`src/hw/rtl/dcf_pkg.sv`:
```
// shared types, constants and decode helpers for the dcf77 frame receiver
package dcf_pkg;

    localparam int unsigned THR_W = 12;
    localparam int unsigned CFG_IDX_W = 3;
    localparam int unsigned POS_W = 6;
    localparam int unsigned Q_DEPTH = 2;

    // threshold register indexes
    typedef enum logic [CFG_IDX_W-1:0] {
        REG_ZERO_MIN = 3'd0,
        REG_ZERO_MAX = 3'd1,
        REG_ONE_MIN  = 3'd2,
        REG_ONE_MAX  = 3'd3,
        REG_GAP_MIN  = 3'd4,
        REG_GAP_MAX  = 3'd5
    } cfg_reg_t;

    // threshold reset values
    localparam logic [THR_W-1:0] ZERO_MIN_RST = 12'd40;
    localparam logic [THR_W-1:0] ZERO_MAX_RST = 12'd130;
    localparam logic [THR_W-1:0] ONE_MIN_RST  = 12'd140;
    localparam logic [THR_W-1:0] ONE_MAX_RST  = 12'd250;
    localparam logic [THR_W-1:0] GAP_MIN_RST  = 12'd1600;
    localparam logic [THR_W-1:0] GAP_MAX_RST  = 12'd2100;

    typedef enum logic [2:0] {
        ST_OK         = 3'd0,
        ST_START_BIT  = 3'd1,
        ST_TIME_BIT   = 3'd2,
        ST_MIN_PARITY = 3'd3,
        ST_HR_PARITY  = 3'd4,
        ST_DATE_PAR   = 3'd5,
        ST_BAD_FRAME  = 3'd6
    } status_t;

    localparam logic [5:0] PM_HOUR = 6'd12;

    // queue occupancy seen by both sides
    typedef struct packed {
        logic full;
        logic empty;
    } q_stat_t;

    // bcd with unclamped low digit: low nibble plus 10, 20, 40, 80
    function automatic logic [7:0] bcd8(input logic [7:0] v);
        logic [7:0] acc;
        acc = {4'd0, v[3:0]};
        acc = acc + (v[4] ? 8'd10 : 8'd0);
        acc = acc + (v[5] ? 8'd20 : 8'd0);
        acc = acc + (v[6] ? 8'd40 : 8'd0);
        acc = acc + (v[7] ? 8'd80 : 8'd0);
        return acc;
    endfunction

endpackage

```
`src/hw/rtl/dcf77_frame_receiver.sv`:
```
// top level of the dcf77 minute frame receiver
//
// channel   dir  handshake              word
// cfg       in   cfg_valid/cfg_ready    cfg_index, cfg_data (threshold write)
// in        in   in_valid/in_ready      pulse_width, period_length (one pulse)
// out       out  out_valid/out_ready    status and decoded time (one per minute)
//
// one pulse is taken per cycle while in_ready is high; the front end
// classifies it and updates the frame in that same cycle, so a new pulse can
// follow immediately; a minute mark pushes the closed frame into a two-deep
// queue; the decoder pops it and registers the result in the output register
// in_ready drops only while the queue is full, i.e. when the output side has
// stalled long enough to back up two frames; cfg_ready is always high
// reset clears the frame, marks it bad and loads the default thresholds
module dcf77_frame_receiver #(
    parameter int unsigned FRAME_BITS = 59
) (
    input  logic        clk,
    input  logic        rst_n,
    // configuration writes
    input  logic        cfg_valid,
    output logic        cfg_ready,
    input  logic [2:0]  cfg_index,
    input  logic [11:0] cfg_data,
    // pulse words
    input  logic        in_valid,
    output logic        in_ready,
    input  logic [11:0] pulse_width,
    input  logic [11:0] period_length,
    // decoded minute words
    output logic        out_valid,
    input  logic        out_ready,
    output logic [2:0]  status,
    output logic [6:0]  minutes,
    output logic [5:0]  hours,
    output logic        is_pm,
    output logic [5:0]  day,
    output logic [2:0]  weekday,
    output logic [4:0]  month,
    output logic [7:0]  year
);

    // closed frame plus a bad flag in bit 0 (unknown pulse or wrong length)
    logic                  push;
    logic [FRAME_BITS:0]   push_data;
    logic                  pop;
    logic [FRAME_BITS:0]   head;
    dcf_pkg::q_stat_t      q_stat;

    // classification and bit collection
    dcf_front #(
        .FRAME_BITS (FRAME_BITS)
    ) u_front (
        .clk           (clk),
        .rst_n         (rst_n),
        .cfg_valid     (cfg_valid),
        .cfg_ready     (cfg_ready),
        .cfg_index     (cfg_index),
        .cfg_data      (cfg_data),
        .in_valid      (in_valid),
        .in_ready      (in_ready),
        .pulse_width   (pulse_width),
        .period_length (period_length),
        .q_stat        (q_stat),
        .push          (push),
        .push_data     (push_data)
    );

    // decouples the pulse side from a stalled result consumer
    dcf_queue #(
        .WIDTH (FRAME_BITS + 1)
    ) u_queue (
        .clk       (clk),
        .rst_n     (rst_n),
        .push      (push),
        .push_data (push_data),
        .pop       (pop),
        .head      (head),
        .q_stat    (q_stat)
    );

    // start and time bits, parity checks and bcd decode
    dcf_back #(
        .FRAME_BITS (FRAME_BITS)
    ) u_back (
        .clk       (clk),
        .rst_n     (rst_n),
        .head      (head),
        .q_stat    (q_stat),
        .pop       (pop),
        .out_valid (out_valid),
        .out_ready (out_ready),
        .status    (status),
        .minutes   (minutes),
        .hours     (hours),
        .is_pm     (is_pm),
        .day       (day),
        .weekday   (weekday),
        .month     (month),
        .year      (year)
    );

endmodule

```
`src/hw/rtl/dcf_front.sv`:
```
// front end: threshold registers, pulse classification and frame collection
module dcf_front #(
    parameter int unsigned FRAME_BITS = 59
) (
    input  logic                       clk,
    input  logic                       rst_n,
    input  logic                       cfg_valid,
    output logic                       cfg_ready,
    input  logic [dcf_pkg::CFG_IDX_W-1:0] cfg_index,
    input  logic [dcf_pkg::THR_W-1:0]  cfg_data,
    input  logic                       in_valid,
    output logic                       in_ready,
    input  logic [dcf_pkg::THR_W-1:0]  pulse_width,
    input  logic [dcf_pkg::THR_W-1:0]  period_length,
    input  dcf_pkg::q_stat_t           q_stat,
    output logic                       push,
    output logic [FRAME_BITS:0]        push_data
);

    localparam logic [dcf_pkg::POS_W-1:0] POS_END = dcf_pkg::POS_W'(FRAME_BITS);
    localparam logic [dcf_pkg::POS_W-1:0] POS_SAT = {dcf_pkg::POS_W{1'b1}};

    logic [dcf_pkg::THR_W-1:0] zero_min_reg, zero_max_reg;
    logic [dcf_pkg::THR_W-1:0] one_min_reg, one_max_reg;
    logic [dcf_pkg::THR_W-1:0] gap_min_reg, gap_max_reg;

    logic [FRAME_BITS-1:0]     frame_reg, frame_next;
    logic [dcf_pkg::POS_W-1:0] pos_reg, pos_next;
    logic                      bad_reg, bad_next;

    logic accept, is_zero, is_one, is_mark;
    logic [FRAME_BITS-1:0] bit_mask;

    assign cfg_ready = 1'b1;
    assign in_ready  = !q_stat.full;
    assign accept    = in_valid && in_ready;

    assign is_zero = (pulse_width > zero_min_reg) && (pulse_width < zero_max_reg);
    assign is_one  = !is_zero && (pulse_width > one_min_reg) && (pulse_width < one_max_reg);
    assign is_mark = is_zero && (period_length > gap_min_reg) && (period_length < gap_max_reg);

    assign bit_mask  = {{(FRAME_BITS-1){1'b0}}, 1'b1} << pos_reg;
    assign push      = accept && is_mark;
    assign push_data = {frame_reg, bad_reg || (pos_reg != POS_END)};

    always_comb
    begin
        frame_next = frame_reg;
        pos_next   = pos_reg;
        bad_next   = bad_reg;
        if (accept) begin
            if (is_mark) begin
                // mark closes the frame and opens the next one as bit 0
                frame_next = '0;
                pos_next   = dcf_pkg::POS_W'(1);
                bad_next   = 1'b0;
            end
            else begin
                if (is_one && (pos_reg < POS_END)) begin
                    frame_next = frame_reg | bit_mask;
                end
                if (!is_zero && !is_one) begin
                    bad_next = 1'b1;
                end
                if (pos_reg != POS_SAT) begin
                    pos_next = pos_reg + dcf_pkg::POS_W'(1);
                end
            end
        end
    end

    always_ff @(posedge clk or negedge rst_n)
    begin
        if (!rst_n) begin
            zero_min_reg <= dcf_pkg::ZERO_MIN_RST;
            zero_max_reg <= dcf_pkg::ZERO_MAX_RST;
            one_min_reg  <= dcf_pkg::ONE_MIN_RST;
            one_max_reg  <= dcf_pkg::ONE_MAX_RST;
            gap_min_reg  <= dcf_pkg::GAP_MIN_RST;
            gap_max_reg  <= dcf_pkg::GAP_MAX_RST;
            frame_reg    <= '0;
            pos_reg      <= '0;
            bad_reg      <= 1'b1;
        end
        else begin
            if (cfg_valid && cfg_ready) begin
                case (cfg_index)
                    dcf_pkg::REG_ZERO_MIN: zero_min_reg <= cfg_data;
                    dcf_pkg::REG_ZERO_MAX: zero_max_reg <= cfg_data;
                    dcf_pkg::REG_ONE_MIN:  one_min_reg  <= cfg_data;
                    dcf_pkg::REG_ONE_MAX:  one_max_reg  <= cfg_data;
                    dcf_pkg::REG_GAP_MIN:  gap_min_reg  <= cfg_data;
                    dcf_pkg::REG_GAP_MAX:  gap_max_reg  <= cfg_data;
                    default: ;
                endcase
            end
            frame_reg <= frame_next;
            pos_reg   <= pos_next;
            bad_reg   <= bad_next;
        end
    end

endmodule

```
`src/hw/rtl/dcf_queue.sv`:
```
// short queue of closed frames between front end and decoder
module dcf_queue #(
    parameter int unsigned WIDTH = 60
) (
    input  logic              clk,
    input  logic              rst_n,
    input  logic              push,
    input  logic [WIDTH-1:0]  push_data,
    input  logic              pop,
    output logic [WIDTH-1:0]  head,
    output dcf_pkg::q_stat_t  q_stat
);

    localparam int unsigned PTR_W = (dcf_pkg::Q_DEPTH > 1) ? $clog2(dcf_pkg::Q_DEPTH) : 1;
    localparam int unsigned CNT_W = $clog2(dcf_pkg::Q_DEPTH + 1);
    localparam logic [PTR_W-1:0] PTR_LAST = PTR_W'(dcf_pkg::Q_DEPTH - 1);

    logic [WIDTH-1:0] mem [dcf_pkg::Q_DEPTH];
    logic [PTR_W-1:0] wr_ptr_reg, wr_ptr_next;
    logic [PTR_W-1:0] rd_ptr_reg, rd_ptr_next;
    logic [CNT_W-1:0] cnt_reg, cnt_next;
    logic do_push, do_pop;

    assign q_stat.full  = (cnt_reg == CNT_W'(dcf_pkg::Q_DEPTH));
    assign q_stat.empty = (cnt_reg == '0);
    assign do_push = push && !q_stat.full;
    assign do_pop  = pop && !q_stat.empty;
    assign head    = mem[rd_ptr_reg];

    always_comb
    begin
        wr_ptr_next = wr_ptr_reg;
        rd_ptr_next = rd_ptr_reg;
        cnt_next    = cnt_reg;
        if (do_push) begin
            wr_ptr_next = (wr_ptr_reg == PTR_LAST) ? '0 : wr_ptr_reg + PTR_W'(1);
        end
        if (do_pop) begin
            rd_ptr_next = (rd_ptr_reg == PTR_LAST) ? '0 : rd_ptr_reg + PTR_W'(1);
        end
        if (do_push && !do_pop) begin
            cnt_next = cnt_reg + CNT_W'(1);
        end
        else if (do_pop && !do_push) begin
            cnt_next = cnt_reg - CNT_W'(1);
        end
    end

    always_ff @(posedge clk)
    begin
        if (do_push) begin
            mem[wr_ptr_reg] <= push_data;
        end
    end

    always_ff @(posedge clk or negedge rst_n)
    begin
        if (!rst_n) begin
            wr_ptr_reg <= '0;
            rd_ptr_reg <= '0;
            cnt_reg    <= '0;
        end
        else begin
            wr_ptr_reg <= wr_ptr_next;
            rd_ptr_reg <= rd_ptr_next;
            cnt_reg    <= cnt_next;
        end
    end

endmodule

```
`src/hw/rtl/dcf_back.sv`:
```
// back end: frame checks, bcd decode and registered result word
module dcf_back #(
    parameter int unsigned FRAME_BITS = 59
) (
    input  logic                 clk,
    input  logic                 rst_n,
    input  logic [FRAME_BITS:0]  head,
    input  dcf_pkg::q_stat_t     q_stat,
    output logic                 pop,
    output logic                 out_valid,
    input  logic                 out_ready,
    output logic [2:0]           status,
    output logic [6:0]           minutes,
    output logic [5:0]           hours,
    output logic                 is_pm,
    output logic [5:0]           day,
    output logic [2:0]           weekday,
    output logic [4:0]           month,
    output logic [7:0]           year
);

    logic [FRAME_BITS-1:0] fb;
    logic                  frame_bad;
    logic                  load;
    dcf_pkg::status_t      st;
    logic [7:0]            hr_full;
    logic [7:0]            min_d, day_d, mon_d, yr_d;

    logic       out_valid_reg;
    logic [2:0] status_reg;
    logic [6:0] minutes_reg;
    logic [5:0] hours_reg;
    logic       is_pm_reg;
    logic [5:0] day_reg;
    logic [2:0] weekday_reg;
    logic [4:0] month_reg;
    logic [7:0] year_reg;

    assign fb        = head[FRAME_BITS:1];
    assign frame_bad = head[0];
    assign load      = !out_valid_reg || out_ready;
    assign pop       = load && !q_stat.empty;

    assign hr_full = dcf_pkg::bcd8({2'b00, fb[34:29]});
    assign min_d   = dcf_pkg::bcd8({1'b0, fb[27:21]});
    assign day_d   = dcf_pkg::bcd8({2'b00, fb[41:36]});
    assign mon_d   = dcf_pkg::bcd8({3'b000, fb[49:45]});
    assign yr_d    = dcf_pkg::bcd8(fb[57:50]);

    always_comb
    begin
        if (frame_bad) begin
            st = dcf_pkg::ST_BAD_FRAME;
        end
        else if (fb[0]) begin
            st = dcf_pkg::ST_START_BIT;
        end
        else if (!fb[20]) begin
            st = dcf_pkg::ST_TIME_BIT;
        end
        else if (^fb[28:21]) begin
            st = dcf_pkg::ST_MIN_PARITY;
        end
        else if (^fb[35:29]) begin
            st = dcf_pkg::ST_HR_PARITY;
        end
        else if (^fb[58:36]) begin
            st = dcf_pkg::ST_DATE_PAR;
        end
        else begin
            st = dcf_pkg::ST_OK;
        end
    end

    always_ff @(posedge clk or negedge rst_n)
    begin
        if (!rst_n) begin
            out_valid_reg <= 1'b0;
        end
        else if (load) begin
            out_valid_reg <= !q_stat.empty;
        end
    end

    always_ff @(posedge clk)
    begin
        if (pop) begin
            status_reg <= st;
            if (st == dcf_pkg::ST_OK) begin
                minutes_reg <= min_d[6:0];
                if (hr_full > {2'b00, dcf_pkg::PM_HOUR}) begin
                    hours_reg <= hr_full[5:0] - dcf_pkg::PM_HOUR;
                    is_pm_reg <= 1'b1;
                end
                else begin
                    hours_reg <= hr_full[5:0];
                    is_pm_reg <= 1'b0;
                end
                day_reg     <= day_d[5:0];
                weekday_reg <= fb[44:42];
                month_reg   <= mon_d[4:0];
                year_reg    <= yr_d;
            end
            else begin
                minutes_reg <= '0;
                hours_reg   <= '0;
                is_pm_reg   <= 1'b0;
                day_reg     <= '0;
                weekday_reg <= '0;
                month_reg   <= '0;
                year_reg    <= '0;
            end
        end
    end

    assign out_valid = out_valid_reg;
    assign status    = status_reg;
    assign minutes   = minutes_reg;
    assign hours     = hours_reg;
    assign is_pm     = is_pm_reg;
    assign day       = day_reg;
    assign weekday   = weekday_reg;
    assign month     = month_reg;
    assign year      = year_reg;

endmodule

```
`config.mk`:
```
export PLATFORM = sky130hd
export DESIGN_NAME = dcf77_frame_receiver
export DESIGN_NICKNAME = d
export VERILOG_FILES = /design/src/hw/rtl/dcf_pkg.sv /design/src/hw/rtl/dcf77_frame_receiver.sv /design/src/hw/rtl/dcf_front.sv /design/src/hw/rtl/dcf_queue.sv /design/src/hw/rtl/dcf_back.sv
export SDC_FILE = /design/constraint.sdc
export NUM_CORES = 1
export LEC_CHECK = 0
export ABC_AREA = 1
export BUFFER_PORTS_ARGS = -buffer_cell sky130_fd_sc_hd__buf_2
export CAP_MARGIN = 20
export CORE_MARGIN = 5
export CORE_UTILIZATION = 50
export CTS_CLUSTER_SIZE = 10
export DETAILED_ROUTE_END_ITERATION = 16
export PLACE_DENSITY = 0.75
export SYNTH_ARGS = -nofsm -noshare
export SYNTH_HDL_FRONTEND = slang
export SYNTH_SLANG_ARGS = --single-unit
```
`constraint.sdc`:
```
create_clock -name clk -period 5.15 [get_ports clk]
set_input_delay 0.515 -clock clk [delete_from_list [all_inputs] [get_ports clk]]
set_output_delay 0.515 -clock clk [all_outputs]
set_load 0.05 [all_outputs]
```
==> impl_metrics.env <==
export IMPL_start_util=0.509
export IMPL_io_pins=86
export IMPL_slowest_stage="dfrtp_2"
export IMPL_ant_nets=0
export IMPL_wirelength_um=28100
export IMPL_core_area_um2=26100
export IMPL_dr_total_vias=9895
export IMPL_overflow=0
export IMPL_io_buffers=84
export IMPL_slew_viol_final=0
export IMPL_cts_hold_buf=0
export IMPL_place_congestion=0.912
export IMPL_grt_pass1_vias=9937
export IMPL_period_needed_ns=3.44
export IMPL_cp_required_ns=5.53
export IMPL_layout_drive_gt1_share=0.127
export IMPL_core_rowCount=59
export IMPL_netlist_area_um2=13300
export IMPL_synth_largest_area_cell="edfxtp_1"
export IMPL_status="finished, final reports clean"
export IMPL_viasPerCell=5.23
export IMPL_drt_iter0_markers=718
export IMPL_cts_made_buffers=29
export IMPL_cp_arrival_ns=3.82
export IMPL_fin_cells=1893
export IMPL_crit_chain="buf_4 > nand2_1 > nand2_1 > ha_1 > inv_1 > nand2_1 > nand2_1 > nand2_1 > nand2_1 > inv_1 > nand2_1 > nand2_1 > nand2_1 > nand3_1 > nand2_1 > nand2_1 > nand2_2 > nand2_4 > nor3_1"
export IMPL_grt_busiest_layer="met2"
export IMPL_hold_viol=0
export IMPL_synth_top_cell_area_share=0.273
export IMPL_synth_seq_area_share=0.508
export IMPL_dp_cells=1839
export IMPL_dieWidth_um=173
export IMPL_grtUsageMet1=0.255
export IMPL_post_cts_buffers=0
export IMPL_crit_path_frequent_cell="nand2_1"
export IMPL_area_growth_pct=11.7
export IMPL_min_period_over_period=0.668
export IMPL_root_buffer="clkbuf_16"
export IMPL_path_class="register to register"
export IMPL_clk_latency_ns=0.55
export IMPL_setup_viol=0
export IMPL_max_slew_margin=0.418
export IMPL_drv_cap=0
export IMPL_crit_path_max_incr_delay_ns=0.66
export IMPL_clock_fmax_ghz=0.291
export IMPL_cts_tree="done"
export IMPL_synth_nets=1602
export IMPL_grt_max_degree=69
export IMPL_largest_reg_flops=82
export IMPL_clk_path_buf_depth=3
export IMPL_hpwl_um=20200
export IMPL_stdcell_area_um2=14900
export IMPL_hold_class="input pin to asynchronous set/reset pin"
export IMPL_startpoint_type="register"
export IMPL_cts_sinks=245
export IMPL_finalSetupTns_ns=0
export IMPL_grtUsageMet3=0.0328
export IMPL_syn_avg_cell_area_um2=9.16
export IMPL_cp_end_kind="register"
export IMPL_dr_pass1_iters=5
export IMPL_ys_seq_elements=245
export IMPL_die_y_um=173
export IMPL_cts_repair_resized=0
export IMPL_nNetsFinal=1683
export IMPL_antenna_found_initial=2
export IMPL_post_drt_wl_per_cell_um=14.8
export IMPL_whs_ns=0.0743
export IMPL_die_area_um2=30000
export IMPL_grtUsageTotal=0.187
export IMPL_tightest_slew_ns=0.870
export IMPL_grt_util_met2=0.305
export IMPL_ys_warn_count=0
export IMPL_p_leak_uw=0.00712
export IMPL_drc_errors=0
export IMPL_synth_area_leaders="edfxtp_1 (27%), dfrtp_1 (19%), nand2_1 (13%)"
export IMPL_vdd_drop_max_mv=0.382
export IMPL_synthCells=1454
export IMPL_finClkSkew_ns=0.0124
export IMPL_crit_fanout=39
export IMPL_antenna_cells=0
export IMPL_htree_levels=1
export IMPL_netlist_cell_type_count=47
export IMPL_path_clk_slew_ns=0.06
export IMPL_power_density_nw_per_um2=556
export IMPL_dpl_cell_area_um2=14000
export IMPL_rsz0062_at_grt="no"
export IMPL_grt_pass1_wl_um=47700
Yosys cell counts (all sizes together):
cell and instances:
dfstp 21, xor2 15, a211oi 2, buf 19, o31ai 2, edfxtp 121, or2 3, nand4 7
a32oi 1, mux2i 1, xnor2 14, a221oi 1, clkbuf 26, o21bai 34, nor2 35, clkinv 2
o211ai 2, a31oi 3, nand3 75, conb 1, dfrtp 103, o21a 3, and2 1, a21boi 2
o22ai 1, nand2 454, a21oi 50, o221ai 2, ha 98, o21ai 105, nor4 2, fa 6
inv 192, nor3 43, nand3b 7
final timing paths:
kind | startpoint | end | depth (start not counted) | slack, ns
setup reg to reg | u_queue.rd_ptr_reg$_DFFE_PN0P_ | u_back.year[1]$_SDFFCE_PP0P_ | 19 | 1.71
max in group asynchronous | rst_n | u_queue.rd_ptr_reg$_DFFE_PN0P_ | 2 | 3.79
hold / removal | rst_n | u_front.one_min_reg[5]$_DFFE_PN0P_ | 1 | 0.07
min in group clk | out_ready | u_back.out_valid$_DFFE_PN0N_ | 2 | 0.16
setup / recovery | u_queue.rd_ptr_reg$_DFFE_PN0P_ | u_back.year[1]$_SDFFCE_PP0P_ | 19 | 1.71
hold reg to reg | u_queue.cnt_reg[0]$_DFFE_PN0P_ | u_queue.cnt_reg[0]$_DFFE_PN0P_ | 1 | 0.48
cells in the final DEF (no fill, tap or decap), drive strengths merged, types with 2 or more instances in the layout:
| master | netlist | final |
|---|---|---|
| a31oi | 3 | 3 |
| nand3b | 7 | 7 |
| o21a | 3 | 3 |
| a211oi | 2 | 2 |
| a21oi | 50 | 50 |
| o211ai | 2 | 2 |
| clkinv | 2 | 5 |
| fa | 6 | 6 |
| clkbuf | 26 | 50 |
| inv | 192 | 193 |
| xor2 | 15 | 15 |
| dfstp | 21 | 21 |
| o31ai | 2 | 2 |
| o21ai | 105 | 105 |
| nand3 | 75 | 75 |
| nor3 | 43 | 43 |
| ha | 98 | 98 |
| o221ai | 2 | 2 |
| o21bai | 34 | 34 |
| nor2 | 35 | 35 |
| dfrtp | 103 | 103 |
| nor4 | 2 | 2 |
| a21boi | 2 | 2 |
| xnor2 | 14 | 14 |
| buf | 19 | 95 |
| nand2 | 454 | 454 |
| edfxtp | 121 | 121 |
| nand4 | 7 | 7 |
| or2 | 3 | 3 |
logic make-up (layout without fill, tap and decap cells):
family | Yosys count | after routing | share of synthesized area
AO/OA/AOI/OAI | 208 | 208 | 0.0904
XOR/XNOR | 29 | 29 | 0.0208
adder cells (fa/ha/maj) | 104 | 104 | 0.101
buffers and inverters | 239 | 343 | 0.0751
flip-flops | 245 | 245 | 0.508
multiplexers | 1 | 1 | 0.000752
other | 1 | 1 | 0.000282
AND/OR/NAND/NOR | 627 | 627 | 0.204
metrics by stage:
step	setup WS (ns)	utilization	total power, uW
floorplan	1.20	-	5670
global placement	1.69	0.535	6240
detailed placement	1.73	0.536	6430
CTS	1.72	0.569	8300
global route	1.32	0.569	8890
finish	1.71	0.569	8270
critical path: cells and delay by family (launching register included):
kind                       cells  cell delay (ns)
and+or+nand+nor               15             1.67
DFF                            1             0.66
buffers and inverters          3             0.59
adders and majority gates      1             0.28
cell type report:
type,instances,area [um2]
Clock buffer,50,815
Clock inverter,4,35.0
Fill cell,2279,11300
Inverter,194,733
Multi-Input combinational cell,970,5580
Sequential cell,245,6760
Tap cell,335,419
Timing Repair Buffer,95,526
per-layer routing:
metal  share of wire  vias up  wire (um)
met4           0.032        4        892
met2            0.46      279      13000
met1            0.45     4626      12500
met5         0.00093        -         26
met3           0.059       63       1650
li1                -     4923          -
power by group:
part | internal (uW) | total (uW) | switching, uW
clock | 1070 | 1850 | 780
sequential | 2580 | 2900 | 314
combinational | 1100 | 3520 | 2420
total | 4750 | 8270 | 3520
(Power assumes the default switching activity.)
